$ cat src/rtl/afld_pkg.sv
// Shared types, constants and code-conversion functions of the AF list decoder.
// No dependencies; the RTL files refer to it by scoped names, the testbench imports it.
`timescale 1ns / 1ps
`default_nettype none

package afld_pkg;

  // Table geometry
  localparam int TABLE_DEPTH = 32;
  localparam int IDX_W       = $clog2(TABLE_DEPTH);
  localparam int CNT_W       = $clog2(TABLE_DEPTH + 1);
  localparam int FREQ_W      = 12;
  localparam int KEY_W       = FREQ_W + 1;
  localparam int CODE_W      = 8;
  localparam int LEFT_W      = 5;

  localparam logic [CNT_W-1:0] CNT_ONE = CNT_W'(1);

  // Configuration port
  localparam int CFG_IDX_W  = 1;
  localparam int CFG_DATA_W = 12;
  localparam logic [CFG_IDX_W-1:0] REG_TUNED_BAND  = 1'd0;
  localparam logic [CFG_IDX_W-1:0] REG_TUNED_VALUE = 1'd1;

  // Block kinds
  localparam logic REQ_START = 1'b0;
  localparam logic REQ_NEXT  = 1'b1;

  // Bands
  localparam logic BAND_UHF  = 1'b0;
  localparam logic BAND_LFMF = 1'b1;

  // Special codes
  localparam logic [CODE_W-1:0] CODE_MAX_FREQ = 8'd204;
  localparam logic [CODE_W-1:0] CODE_LFMF     = 8'd250;
  localparam logic [CODE_W-1:0] MF_FIRST_CODE = 8'd16;

  // Frequency conversion
  localparam logic [FREQ_W-1:0] FREQ_UHF_BASE = 12'd876;
  localparam logic [FREQ_W-1:0] FREQ_LF_BASE  = 12'd153;
  localparam logic [FREQ_W-1:0] FREQ_MF_BASE  = 12'd531;
  localparam logic [FREQ_W-1:0] FREQ_STEP     = 12'd9;

  typedef enum logic [1:0] {
    METH_UNKNOWN = 2'd0,
    METH_A       = 2'd1,
    METH_B       = 2'd2
  } method_e;

  typedef enum logic [2:0] {
    ST_IDLE,
    ST_DECODE,
    ST_ISSUE,
    ST_WAIT,
    ST_EMIT
  } state_e;

  // Key: band on top, frequency value below
  typedef logic [KEY_W-1:0] key_t;

  // Candidate travelling along the cell row
  typedef struct packed {
    logic             vld;
    logic             done;
    logic             stored;
    logic [CNT_W-1:0] pos;
    logic [IDX_W-1:0] slot;
    key_t             key;
    logic             attrib;
  } tok_t;

  function automatic logic is_freq(input logic [CODE_W-1:0] code);
    return (code != '0) && (code <= CODE_MAX_FREQ);
  endfunction

  function automatic logic [FREQ_W-1:0] code_freq(input logic [CODE_W-1:0] code,
                                                 input logic band);
    logic [FREQ_W-1:0] c12;
    c12 = {{(FREQ_W-CODE_W){1'b0}}, code};
    if (!is_freq(code)) begin
      return '0;
    end else if (band == BAND_UHF) begin
      return FREQ_UHF_BASE + c12 - 12'd1;
    end else if (code < MF_FIRST_CODE) begin
      return FREQ_LF_BASE + FREQ_STEP * (c12 - 12'd1);
    end else begin
      return FREQ_MF_BASE + FREQ_STEP * (c12 - {{(FREQ_W-CODE_W){1'b0}}, MF_FIRST_CODE});
    end
  endfunction

  // LF/MF sorts below UHF, same band by value
  function automatic logic key_lt(input key_t a, input key_t b);
    if (a[KEY_W-1] == b[KEY_W-1]) begin
      return a[FREQ_W-1:0] < b[FREQ_W-1:0];
    end else begin
      return (a[KEY_W-1] == BAND_LFMF) && (b[KEY_W-1] == BAND_UHF);
    end
  endfunction

endpackage

`default_nettype wire

$ cat src/rtl/afld_blk_if.sv
// Input channel: one received block (start or following) per beat.
// Depends on afld_pkg for field widths.
`timescale 1ns / 1ps
`default_nettype none

interface afld_blk_if;
  logic                          valid;
  logic                          ready;
  logic                          req_type;
  logic [afld_pkg::LEFT_W-1:0]   freq_count;
  logic [afld_pkg::CODE_W-1:0]   first_code;
  logic [afld_pkg::CODE_W-1:0]   second_code;

  modport source (output valid, req_type, freq_count, first_code, second_code,
                  input ready);
  modport sink   (input valid, req_type, freq_count, first_code, second_code,
                  output ready);
endinterface

`default_nettype wire

$ cat src/rtl/afld_res_if.sv
// Result channel: one inserted entry, or one status-only beat, per beat.
// Depends on afld_pkg for field widths.
`timescale 1ns / 1ps
`default_nettype none

interface afld_res_if;
  logic                          valid;
  logic                          ready;
  logic                          entry_valid;
  logic [4:0]                    entry_index;
  logic                          entry_band;
  logic [afld_pkg::FREQ_W-1:0]   entry_freq;
  logic                          entry_attrib;
  logic [5:0]                    table_count;
  logic [1:0]                    coding_method;
  logic [afld_pkg::LEFT_W-1:0]   codes_remaining;
  logic                          last;

  modport source (output valid, entry_valid, entry_index, entry_band, entry_freq,
                  entry_attrib, table_count, coding_method, codes_remaining, last,
                  input ready);
  modport sink   (input valid, entry_valid, entry_index, entry_band, entry_freq,
                  entry_attrib, table_count, coding_method, codes_remaining, last,
                  output ready);
endinterface

`default_nettype wire

$ cat src/rtl/afld_cell.sv
// One table cell: holds one entry and passes the travelling candidate on.
// Depends on afld_pkg (tok_t, widths).
`timescale 1ns / 1ps
`default_nettype none

module afld_cell (
  input  logic                        clk_i,
  input  logic                        rst_ni,
  input  afld_pkg::tok_t              tok_i,
  input  logic [afld_pkg::CNT_W-1:0]  total_i,
  output afld_pkg::tok_t              tok_o
);

  afld_pkg::key_t key_q;
  afld_pkg::tok_t tok_d;
  afld_pkg::tok_t tok_q;
  logic           occupied;
  logic           store;

  // Match against a filled entry, or claim the first empty one
  always_comb begin
    tok_d    = tok_i;
    store    = 1'b0;
    occupied = (tok_i.pos < total_i);
    if (tok_i.vld && !tok_i.done) begin
      if (occupied) begin
        if (key_q == tok_i.key) begin
          tok_d.done = 1'b1;
        end
      end else begin
        store        = 1'b1;
        tok_d.done   = 1'b1;
        tok_d.stored = 1'b1;
        tok_d.slot   = tok_i.pos[afld_pkg::IDX_W-1:0];
      end
    end
    tok_d.pos = tok_i.pos + afld_pkg::CNT_ONE;
  end

  // Advance the candidate one cell
  always_ff @(posedge clk_i or negedge rst_ni) begin
    if (!rst_ni) begin
      tok_q <= '0;
    end else begin
      tok_q <= tok_d;
    end
  end

  // Hold the entry once written
  always_ff @(posedge clk_i) begin
    if (store) begin
      key_q <= tok_i.key;
    end
  end

  assign tok_o = tok_q;

endmodule

`default_nettype wire

$ cat src/rtl/afld_ctrl.sv
// Sequencer: decodes a block into up to three insert candidates, sends them
// one by one down the cell row, collects the outcomes and emits the results.
// Depends on afld_pkg, afld_blk_if and afld_res_if.
`timescale 1ns / 1ps
`default_nettype none

module afld_ctrl (
  input  logic                             clk_i,
  input  logic                             rst_ni,
  input  logic                             cfg_we_i,
  input  logic [afld_pkg::CFG_IDX_W-1:0]   cfg_idx_i,
  input  logic [afld_pkg::CFG_DATA_W-1:0]  cfg_data_i,
  afld_blk_if.sink                         blk_i,
  afld_res_if.source                       res_o,
  output afld_pkg::tok_t                   head_o,
  input  afld_pkg::tok_t                   tail_i,
  output logic [afld_pkg::CNT_W-1:0]       total_o
);

  typedef struct packed {
    afld_pkg::key_t key;
    logic           attrib;
  } cand_t;

  typedef struct packed {
    logic [afld_pkg::IDX_W-1:0] slot;
    afld_pkg::key_t             key;
    logic                       attrib;
  } rec_t;

  afld_pkg::state_e state_q, state_d;

  // Block held for decoding
  logic                          req_q;
  logic [afld_pkg::LEFT_W-1:0]   cnt_q;
  logic [afld_pkg::CODE_W-1:0]   c1_q;
  logic [afld_pkg::CODE_W-1:0]   c2_q;

  // Decoder state
  logic [afld_pkg::LEFT_W-1:0]   left_q, left_d;
  logic                          band_q, band_d;
  afld_pkg::method_e             mnow_q, mnow_d;
  afld_pkg::method_e             mprev_q, mprev_d;
  afld_pkg::key_t                held_q, held_d;
  logic                          tuned_band_q;
  logic [afld_pkg::FREQ_W-1:0]   tuned_value_q;
  logic [afld_pkg::CNT_W-1:0]    total_q;

  // Candidates and collected results
  cand_t                         cand_q [3];
  cand_t                         cand_d [3];
  logic [1:0]                    cand_n_q, cand_n_d;
  logic [1:0]                    idx_q;
  rec_t                          res_q [3];
  logic [1:0]                    res_n_q;
  logic [1:0]                    emit_idx_q;
  logic                          emit_last;
  rec_t                          emit_rec;

  function automatic logic [afld_pkg::LEFT_W-1:0] dec_sat(
      input logic [afld_pkg::LEFT_W-1:0] v);
    return (v != '0) ? v - 5'd1 : v;
  endfunction

  // Decode the held block into new state and a candidate list
  always_comb begin
    logic [afld_pkg::LEFT_W-1:0] left1;
    logic                        band1;
    logic                        h1;
    logic                        h2;
    afld_pkg::key_t              k1;
    afld_pkg::key_t              k2;
    afld_pkg::method_e           m;
    logic                        go;
    logic                        lt;
    left_d   = left_q;
    band_d   = band_q;
    mnow_d   = mnow_q;
    mprev_d  = mprev_q;
    held_d   = held_q;
    cand_n_d = 2'd0;
    for (int i = 0; i < 3; i++) begin
      cand_d[i] = '0;
    end
    left1 = '0;
    band1 = afld_pkg::BAND_UHF;
    h1    = 1'b1;
    h2    = 1'b1;
    k1    = '0;
    k2    = '0;
    m     = mnow_q;
    go    = 1'b0;
    lt    = 1'b0;
    if (req_q == afld_pkg::REQ_START) begin
      // Open a list: one code, band back to UHF unless it switches to LF/MF, restore the learned method
      if (mprev_q != afld_pkg::METH_UNKNOWN) begin
        mnow_d = mprev_q;
      end
      left_d = dec_sat(cnt_q);
      band_d = (c2_q == afld_pkg::CODE_LFMF) ? afld_pkg::BAND_LFMF : afld_pkg::BAND_UHF;
      if (afld_pkg::is_freq(c2_q)) begin
        cand_d[0] = '{key: {afld_pkg::BAND_UHF,
                            afld_pkg::code_freq(c2_q, afld_pkg::BAND_UHF)},
                      attrib: 1'b0};
        cand_n_d  = 2'd1;
      end
    end else if (left_q != '0) begin
      // Following block: two codes, each may switch to LF/MF
      left1  = left_q - 5'd1;
      band1  = (c1_q == afld_pkg::CODE_LFMF) ? afld_pkg::BAND_LFMF : band_q;
      h1     = !afld_pkg::is_freq(c1_q);
      k1     = {band1, afld_pkg::code_freq(c1_q, band1)};
      left_d = dec_sat(left1);
      band_d = (c2_q == afld_pkg::CODE_LFMF) ? afld_pkg::BAND_LFMF : band1;
      h2     = !afld_pkg::is_freq(c2_q);
      k2     = {band_d, afld_pkg::code_freq(c2_q, band_d)};
      go     = 1'b1;
      // Learn the method from the first block that carries a frequency
      if (mnow_q == afld_pkg::METH_UNKNOWN) begin
        if (h1 && h2) begin
          go = 1'b0;
        end else if (h1 || h2) begin
          m = afld_pkg::METH_A;
        end else if ((k1 == held_q) || (k2 == held_q)) begin
          m = afld_pkg::METH_B;
        end else begin
          m = afld_pkg::METH_A;
          if (held_q[afld_pkg::FREQ_W-1:0] != '0) begin
            cand_d[cand_n_d] = '{key: held_q, attrib: 1'b0};
            cand_n_d         = cand_n_d + 2'd1;
            held_d           = '0;
          end
        end
      end
      if (go) begin
        mnow_d  = m;
        mprev_d = m;
        if (m == afld_pkg::METH_A) begin
          if (!h1) begin
            cand_d[cand_n_d] = '{key: k1, attrib: 1'b0};
            cand_n_d         = cand_n_d + 2'd1;
          end
          if (!h2) begin
            cand_d[cand_n_d] = '{key: k2, attrib: 1'b0};
            cand_n_d         = cand_n_d + 2'd1;
          end
        end else if (!h1 && !h2) begin
          // Method B: keep the partner of the tuned frequency
          lt = afld_pkg::key_lt(k1, k2);
          if (held_q == k1) begin
            cand_d[cand_n_d] = '{key: k2, attrib: lt};
            cand_n_d         = cand_n_d + 2'd1;
          end else if (held_q == k2) begin
            cand_d[cand_n_d] = '{key: k1, attrib: lt};
            cand_n_d         = cand_n_d + 2'd1;
          end
        end
      end
    end
  end

  assign emit_last = (res_n_q == 2'd0) || ((emit_idx_q + 2'd1) == res_n_q);
  assign emit_rec  = res_q[emit_idx_q];

  // State register
  always_ff @(posedge clk_i or negedge rst_ni) begin
    if (!rst_ni) begin
      state_q <= afld_pkg::ST_IDLE;
    end else begin
      state_q <= state_d;
    end
  end

  // Next state and handshake outputs
  always_comb begin
    state_d     = state_q;
    blk_i.ready = 1'b0;
    res_o.valid = 1'b0;
    head_o      = '0;
    case (state_q)
      afld_pkg::ST_IDLE: begin
        blk_i.ready = 1'b1;
        if (blk_i.valid) begin
          state_d = afld_pkg::ST_DECODE;
        end
      end
      afld_pkg::ST_DECODE: begin
        state_d = (cand_n_d == 2'd0) ? afld_pkg::ST_EMIT : afld_pkg::ST_ISSUE;
      end
      afld_pkg::ST_ISSUE: begin
        head_o.vld    = 1'b1;
        head_o.key    = cand_q[idx_q].key;
        head_o.attrib = cand_q[idx_q].attrib;
        state_d       = afld_pkg::ST_WAIT;
      end
      afld_pkg::ST_WAIT: begin
        if (tail_i.vld) begin
          state_d = ((idx_q + 2'd1) == cand_n_q) ? afld_pkg::ST_EMIT : afld_pkg::ST_ISSUE;
        end
      end
      afld_pkg::ST_EMIT: begin
        res_o.valid = 1'b1;
        if (res_o.ready && emit_last) begin
          state_d = afld_pkg::ST_IDLE;
        end
      end
      default: begin
        state_d = afld_pkg::ST_IDLE;
      end
    endcase
  end

  // Control and decoder state
  always_ff @(posedge clk_i or negedge rst_ni) begin
    if (!rst_ni) begin
      left_q        <= '0;
      band_q        <= afld_pkg::BAND_UHF;
      mnow_q        <= afld_pkg::METH_UNKNOWN;
      mprev_q       <= afld_pkg::METH_UNKNOWN;
      held_q        <= '0;
      tuned_band_q  <= 1'b0;
      tuned_value_q <= '0;
      total_q       <= '0;
      cand_n_q      <= 2'd0;
      idx_q         <= 2'd0;
      res_n_q       <= 2'd0;
      emit_idx_q    <= 2'd0;
    end else begin
      if (cfg_we_i) begin
        // Each write refreshes the held copy of the tuned frequency
        case (cfg_idx_i)
          afld_pkg::REG_TUNED_BAND: begin
            tuned_band_q <= cfg_data_i[0];
            held_q       <= {cfg_data_i[0], tuned_value_q};
          end
          afld_pkg::REG_TUNED_VALUE: begin
            tuned_value_q <= cfg_data_i;
            held_q        <= {tuned_band_q, cfg_data_i};
          end
          default: begin
            tuned_band_q <= tuned_band_q;
          end
        endcase
      end else if (state_q == afld_pkg::ST_DECODE) begin
        held_q <= held_d;
      end
      case (state_q)
        afld_pkg::ST_DECODE: begin
          left_q     <= left_d;
          band_q     <= band_d;
          mnow_q     <= mnow_d;
          mprev_q    <= mprev_d;
          cand_n_q   <= cand_n_d;
          idx_q      <= 2'd0;
          res_n_q    <= 2'd0;
          emit_idx_q <= 2'd0;
        end
        afld_pkg::ST_WAIT: begin
          if (tail_i.vld) begin
            idx_q <= idx_q + 2'd1;
            if (tail_i.stored) begin
              total_q <= total_q + afld_pkg::CNT_ONE;
              res_n_q <= res_n_q + 2'd1;
            end
          end
        end
        afld_pkg::ST_EMIT: begin
          if (res_o.ready) begin
            emit_idx_q <= emit_idx_q + 2'd1;
          end
        end
        default: begin
          idx_q <= idx_q;
        end
      endcase
    end
  end

  // Payload: block, candidates and result records
  always_ff @(posedge clk_i) begin
    if (blk_i.valid && blk_i.ready) begin
      req_q <= blk_i.req_type;
      cnt_q <= blk_i.freq_count;
      c1_q  <= blk_i.first_code;
      c2_q  <= blk_i.second_code;
    end
    if (state_q == afld_pkg::ST_DECODE) begin
      cand_q <= cand_d;
    end
    if ((state_q == afld_pkg::ST_WAIT) && tail_i.vld && tail_i.stored) begin
      res_q[res_n_q] <= '{slot: tail_i.slot, key: tail_i.key, attrib: tail_i.attrib};
    end
  end

  // Result beat: inserted entry or a status-only beat
  always_comb begin
    res_o.entry_valid     = (res_n_q != 2'd0);
    res_o.entry_index     = '0;
    res_o.entry_band      = 1'b0;
    res_o.entry_freq      = '0;
    res_o.entry_attrib    = 1'b0;
    if (res_n_q != 2'd0) begin
      res_o.entry_index  = 5'(emit_rec.slot);
      res_o.entry_band   = emit_rec.key[afld_pkg::KEY_W-1];
      res_o.entry_freq   = emit_rec.key[afld_pkg::FREQ_W-1:0];
      res_o.entry_attrib = emit_rec.attrib;
    end
    res_o.table_count     = 6'(total_q);
    res_o.coding_method   = mnow_q;
    res_o.codes_remaining = left_q;
    res_o.last            = emit_last;
  end

  assign total_o = total_q;

endmodule

`default_nettype wire

$ cat src/rtl/rds_af_list_decoder.sv
// Alternative-frequency list decoder, top level: sequencer plus a row of
// TABLE_DEPTH table cells that a candidate entry walks through.
// A block is decoded into zero to three insert candidates, each issued in turn and walked
// through the 32-cell row; results then follow one a cycle while res_o.ready is high.
// A new block is accepted only after the last result of the previous one is taken.
// Reset: async active low; clears counts, method and tuned copy; cell contents stay undefined.
`timescale 1ns / 1ps
`default_nettype none

module rds_af_list_decoder (
  input  logic                             clk_i,
  input  logic                             rst_ni,
  input  logic                             cfg_we_i,
  input  logic [afld_pkg::CFG_IDX_W-1:0]   cfg_idx_i,
  input  logic [afld_pkg::CFG_DATA_W-1:0]  cfg_data_i,
  afld_blk_if.sink                         blk_i,
  afld_res_if.source                       res_o
);

  afld_pkg::tok_t               chain [afld_pkg::TABLE_DEPTH + 1];
  logic [afld_pkg::CNT_W-1:0]   total;

  afld_ctrl u_ctrl (
    .clk_i      (clk_i),
    .rst_ni     (rst_ni),
    .cfg_we_i   (cfg_we_i),
    .cfg_idx_i  (cfg_idx_i),
    .cfg_data_i (cfg_data_i),
    .blk_i      (blk_i),
    .res_o      (res_o),
    .head_o     (chain[0]),
    .tail_i     (chain[afld_pkg::TABLE_DEPTH]),
    .total_o    (total)
  );

  // Row of table cells, candidate handed on every cycle
  for (genvar g = 0; g < afld_pkg::TABLE_DEPTH; g++) begin : g_cell
    afld_cell u_cell (
      .clk_i   (clk_i),
      .rst_ni  (rst_ni),
      .tok_i   (chain[g]),
      .total_i (total),
      .tok_o   (chain[g + 1])
    );
  end

endmodule

`default_nettype wire

$ cat src/flat_wrapper.sv
// flat-port wrapper written by rule: the top's interface ports become plain ports
module rds_af_list_decoder_flat 
  (clk_i, rst_ni, cfg_we_i, cfg_idx_i, cfg_data_i, blk_i_valid, blk_i_req_type, blk_i_freq_count, blk_i_first_code, blk_i_second_code, blk_i_ready, res_o_valid, res_o_entry_valid, res_o_entry_index, res_o_entry_band, res_o_entry_freq, res_o_entry_attrib, res_o_table_count, res_o_coding_method, res_o_codes_remaining, res_o_last, res_o_ready);
  afld_blk_if blk_i_i ();
  afld_res_if res_o_i ();
  input  logic clk_i;
  input  logic rst_ni;
  input  logic cfg_we_i;
  input  logic [afld_pkg::CFG_IDX_W-1:0] cfg_idx_i;
  input  logic [afld_pkg::CFG_DATA_W-1:0] cfg_data_i;
  input wire logic [$bits(blk_i_i.valid)-1:0] blk_i_valid;
  input wire logic [$bits(blk_i_i.req_type)-1:0] blk_i_req_type;
  input wire logic [$bits(blk_i_i.freq_count)-1:0] blk_i_freq_count;
  input wire logic [$bits(blk_i_i.first_code)-1:0] blk_i_first_code;
  input wire logic [$bits(blk_i_i.second_code)-1:0] blk_i_second_code;
  output wire logic [$bits(blk_i_i.ready)-1:0] blk_i_ready;
  output wire logic [$bits(res_o_i.valid)-1:0] res_o_valid;
  output wire logic [$bits(res_o_i.entry_valid)-1:0] res_o_entry_valid;
  output wire logic [$bits(res_o_i.entry_index)-1:0] res_o_entry_index;
  output wire logic [$bits(res_o_i.entry_band)-1:0] res_o_entry_band;
  output wire logic [$bits(res_o_i.entry_freq)-1:0] res_o_entry_freq;
  output wire logic [$bits(res_o_i.entry_attrib)-1:0] res_o_entry_attrib;
  output wire logic [$bits(res_o_i.table_count)-1:0] res_o_table_count;
  output wire logic [$bits(res_o_i.coding_method)-1:0] res_o_coding_method;
  output wire logic [$bits(res_o_i.codes_remaining)-1:0] res_o_codes_remaining;
  output wire logic [$bits(res_o_i.last)-1:0] res_o_last;
  input wire logic [$bits(res_o_i.ready)-1:0] res_o_ready;
  assign blk_i_i.valid = blk_i_valid;
  assign blk_i_i.req_type = blk_i_req_type;
  assign blk_i_i.freq_count = blk_i_freq_count;
  assign blk_i_i.first_code = blk_i_first_code;
  assign blk_i_i.second_code = blk_i_second_code;
  assign blk_i_ready = blk_i_i.ready;
  assign res_o_valid = res_o_i.valid;
  assign res_o_entry_valid = res_o_i.entry_valid;
  assign res_o_entry_index = res_o_i.entry_index;
  assign res_o_entry_band = res_o_i.entry_band;
  assign res_o_entry_freq = res_o_i.entry_freq;
  assign res_o_entry_attrib = res_o_i.entry_attrib;
  assign res_o_table_count = res_o_i.table_count;
  assign res_o_coding_method = res_o_i.coding_method;
  assign res_o_codes_remaining = res_o_i.codes_remaining;
  assign res_o_last = res_o_i.last;
  assign res_o_i.ready = res_o_ready;
  rds_af_list_decoder u_core (.clk_i(clk_i), .rst_ni(rst_ni), .cfg_we_i(cfg_we_i), .cfg_idx_i(cfg_idx_i), .cfg_data_i(cfg_data_i), .blk_i(blk_i_i), .res_o(res_o_i));
endmodule
$ cat config.mk
export PLATFORM = sky130hd
export DESIGN_NAME = rds_af_list_decoder_flat
export DESIGN_NICKNAME = d
export VERILOG_FILES = /design/src/rtl/afld_pkg.sv /design/src/rtl/afld_blk_if.sv /design/src/rtl/afld_res_if.sv /design/src/rtl/afld_cell.sv /design/src/rtl/afld_ctrl.sv /design/src/rtl/rds_af_list_decoder.sv /design/src/flat_wrapper.sv
export SDC_FILE = /design/constraint.sdc
export NUM_CORES = 2
export LEC_CHECK = 0
export ABC_CLOCK_PERIOD_IN_PS = 10900
export BUFFER_PORTS_ARGS = -buffer_cell sky130_fd_sc_hd__buf_2
export CAP_MARGIN = 20
export CORE_AREA = 2 2 387 389
export DETAILED_ROUTE_END_ITERATION = 6
export DIE_AREA = 0 0 389 391
export GPL_ROUTABILITY_DRIVEN = 0
export PLACE_DENSITY = 0.61
export SKIP_LAST_GASP = 1
export SLEW_MARGIN = 5
export SYNTH_ARGS = -nofsm -noshare
export SYNTH_HDL_FRONTEND = slang
export SYNTH_SLANG_ARGS = --single-unit
$ cat constraint.sdc
create_clock -name clk_i -period 10.9 [get_ports clk_i]
set_clock_uncertainty 0.05 [all_clocks]
set_input_delay 0.545 -clock clk_i [delete_from_list [all_inputs] [get_ports clk_i]]
set_output_delay 0.545 -clock clk_i [all_outputs]
set_load 0.005 [all_outputs]
==> run_results.csv <==
group,metric,value,unit
sta,hold_viol,0,
pwr,comb_power_share,19.9,%
worst_setup_path,cp_slowest_cell,"and3_1",
clock_tree,h-tree-depth,4,
logic_synthesis,synthArstFlopShare,63.55,%
finish,area_growth,14.06,%
logic_synthesis,seq_area_frac_synth,65.59,%
worst_setup_path,reg2reg_slack,2910,ps
die,std_cell_rows,142,
global_routing,gr-total-overflow,0,
worst_setup_path,r2r-end,"u_core.u_ctrl.cand_q[32]",
sta,slew_headroom,31.23,%
sta,worstMarginPinSlew,1025,ps
clock_tree,worst_skew_pair.late_latency,750,ps
placement,dp_hpwl,81.61,mm
worst_setup_path,cp_slowest_stage_delay,640,ps
finish,nFillCells,13210,
detailed_routing,dr.pass1.iters,5,
clock_tree,cts.path.max_buffers,3,
pwr,switching_share,29.69,%
detailed_routing,dr_total_vias,32720,
sta,report.final.slew_viol_count,0,
finish,antennaDiodeCount,0,
worst_setup_path,worst-setup-path-type,"flop to flop",
worst_setup_path,r2r_cells,28,
logic_synthesis,synth_warnings,0,
logic_synthesis,syn-cell-area,58740,µm²
detailed_routing,drc_errors,0,
placement,place_area,61850,µm²
placement,dp_slack,3173,ps
clock_tree,cts_root_buf,"clkbuf_16",
finish,layout-drive-gt1-share,13.88,%
logic_synthesis,synth_edf_count,523,
sta,fmax,125.1,MHz
global_routing,grt_pass1_vias,33620,
clock_tree,numCtsBuffers,147,
logic_synthesis,ys.flop_type,"dfrtp_1",
clock_tree,clkSinkCount,1435,
pwr,ir_worst_vdd,0.0001586,V
min_path,hold_class,"input port to flop",
clock_tree,clk_pin_slew_worst_paths,60,ps
logic_synthesis,synth_nets,4465,
die,die_y,391,µm
die,die_x,389,µm
worst_setup_path,arrival,8510,ps
worst_setup_path,cp-end-kind,"flop",
logic_synthesis,synth_cells,4125,
global_routing,grt_max_degree,192,
detailed_routing,wl_per_cell,18.77,µm
sta,timing.final.ws_setup,2908,ps
sta,setup_viol,0,
placement,portBuffers,75,
run_status,status,"finished clean",
pwr,internal-power,11.12,mW
pwr,power.leakage,28.43,nW
worst_setup_path,cp_max_fo,26,
sta,min_period,7992,ps
detailed_routing,wirelength,120.8,mm
sta,setup_tns,0,ps
flow_run,max_cap_viol_count,0,
detailed_routing,drt_iter0_markers,2214,
pwr,power.density,236.0,nW/µm²
sta,rsz0062_at_grt,"false",
global_routing,grt_pass1_wl,193.5,mm
clock_tree,postCtsSetupBuffers,0,
worst_setup_path,r2r-start,"u_core.u_ctrl.c2_q[0]",
logic_synthesis,synth.distinct_cells,102,
detailed_routing,ant_nets,0,
die,dieArea,152100,µm²
min_path,holdPathStages,4,
worst_setup_path,worst_ep_required_time,11410,ps
pwr,power_switching,4.693,mW
die,start_util,39.55,%
sta,fin_crit_sh,73.32,%
detailed_routing,routed_via_density,5.088,
pwr,clock_power_share,30.8,%
finish,final_area,67000,µm²
worst_setup_path,cp-start-kind,"flop",
clock_tree,cts_tree,"yes",
min_path,hold-path-endpoint,"u_core.u_ctrl.state_q[0]",
logic_synthesis,ys_seq_elements,1435,
global_routing,grt_usage,16.13,%
finish,nNetsFinal,4702,
min_path,holdCritStartpoint,"blk_i_valid",
die,core_area,148500,µm²
logic_synthesis,syn_area_per_cell,14.24,µm²
global_routing,antenna_found_initial,1,
die,io_pins,76,
pwr,p_seq_share,49.3,%
[logic make-up (layout without fill, tap and decap cells)]
family          Yosys count  in the layout  synth area share, %
simple gates            911            911                8.384
fa+ha+maj               300            300                6.505
buf+inv                 203            566                1.440
compound gates          478            478                5.364
mux                     225            225                4.190
flops                  1435           1435                65.59
other cells               2              2              0.01279
xor+xnor                571            571                8.514
[routing by layer]
metal  routed length [µm]  GRT usage, %  vias up
li1                     -             -    15330
met1                56730         23.04    16400
met2                54600         24.65      753
met3                 6084         3.260      247
met4                 3333         5.278        0
met5                    0             0        -
[cells in the mapped netlist, types with 29 or more instances]
master	count	share of area, %
a21oi_1	146	1.2
and3_1	29	0.31
clkbuf_1	52	0.33
dfrtp_1	912	39
edfxtp_1	523	27
ha_1	291	6.2
inv_1	113	0.72
mux2_2	163	3.1
mux2i_1	58	0.99
nand2_1	115	0.73
nand2b_1	70	0.75
nand3_1	135	1.2
nand4_1	71	0.76
nor2_1	162	1.0
nor2b_1	37	0.39
nor3_1	68	0.58
nor3b_1	33	0.42
nor4_1	51	0.54
o21ai_0	102	0.87
or2_2	33	0.35
or3_1	44	0.47
xnor2_1	380	5.7
xor2_1	191	2.8
[registers in the layout, indices dropped and copies added (netlist names), 8 cells and up]
register                     cells
u_core.g_cell.u_cell.key_q     403
u_core.g_cell.u_cell.tok_o     859
u_core.u_ctrl.c1_q               8
u_core.u_ctrl.c2_q               8
u_core.u_ctrl.cand_q            41
u_core.u_ctrl.held_q            13
u_core.u_ctrl.res_q             57
u_core.u_ctrl.tuned_value_q     12
[power groups by stage]
stage,clock [mW],sequential (mW),combinational [mW]
finish,4.88,7.79,3.14
global route,5.26,7.95,3.56
CTS,5.02,7.81,3.17
detailed placement,0,7.88,3.13
global placement,0,7.88,3.07
floorplan,0,7.51,2.30
[worst max-delay path: cells and delay by family (launching register included)]
| kind | cells | cell delay, ps |
|---|---|---|
| fa+ha+maj | 5 | 1530 |
| flops | 1 | 600 |
| buf+inv | 6 | 910 |
| simple gates | 10 | 3090 |
| compound gates | 7 | 1590 |
[layout by cell type (no fill, tap or decap), types with 135 or more instances in the layout]
cell | synthesis | routed
ha_1 | 291 | 291
edfxtp_1 | 523 | 523
xnor2_1 | 380 | 380
mux2_2 | 163 | 163
dfrtp_1 | 912 | 912
nor2_1 | 162 | 162
a21oi_1 | 146 | 146
nand3_1 | 135 | 135
xor2_1 | 191 | 191
clkbuf_16 | 0 | 152
[worst max path at each step]
stage / endpoint / from
2_1_floorplan: u_core.u_ctrl.cand_q[41] / u_core.u_ctrl.c2_q[0]
3_3_place_gp: u_core.u_ctrl.cand_q[32] / u_core.u_ctrl.c2_q[0]
3_5_place_dp: u_core.u_ctrl.cand_q[32] / u_core.u_ctrl.c2_q[0]
4_1_cts: u_core.u_ctrl.cand_q[32] / u_core.u_ctrl.c2_q[0]
5_1_grt: u_core.u_ctrl.cand_q[32] / u_core.u_ctrl.c2_q[0]
6_report: u_core.u_ctrl.cand_q[32] / u_core.u_ctrl.c2_q[0]
[area by class of cell]
cell class | instances | area [µm²] | area share (%)
clock buffers | 212 | 4219 | 6.297
flip-flops and latches | 1435 | 38530 | 57.50
multi-input cells | 2487 | 19560 | 29.19
clock inverters | 63 | 529.3 | 0.7899
well taps | 1944 | 2432 | 3.630
repair buffers | 173 | 1287 | 1.922
inverters | 118 | 445.4 | 0.6648
[metrics by stage]
stage / hold WS, ps / cells / power [mW] / util, %
global route: 178.6 / 6432 / 16.77 / 45.11
finish: 194.9 / 6432 / 15.81 / 45.11
CTS: 137.9 / 6429 / 16.01 / 45.08
floorplan: 199.4 / 4125 / 9.805 / -
global placement: 283.0 / 6117 / 10.96 / 41.63
detailed placement: 284.7 / 6118 / 11.01 / 41.64
[what timing repair did]
| action | CTS | global route |
|---|---|---|
| gates resized for setup | 0 | 0 |
| endpoints found under the hold margin | 128 | 0 |
| hold buffers | 36 | 0 |
| endpoints found under the setup margin | 0 | 0 |
Power figures use the tool's default switching activity.
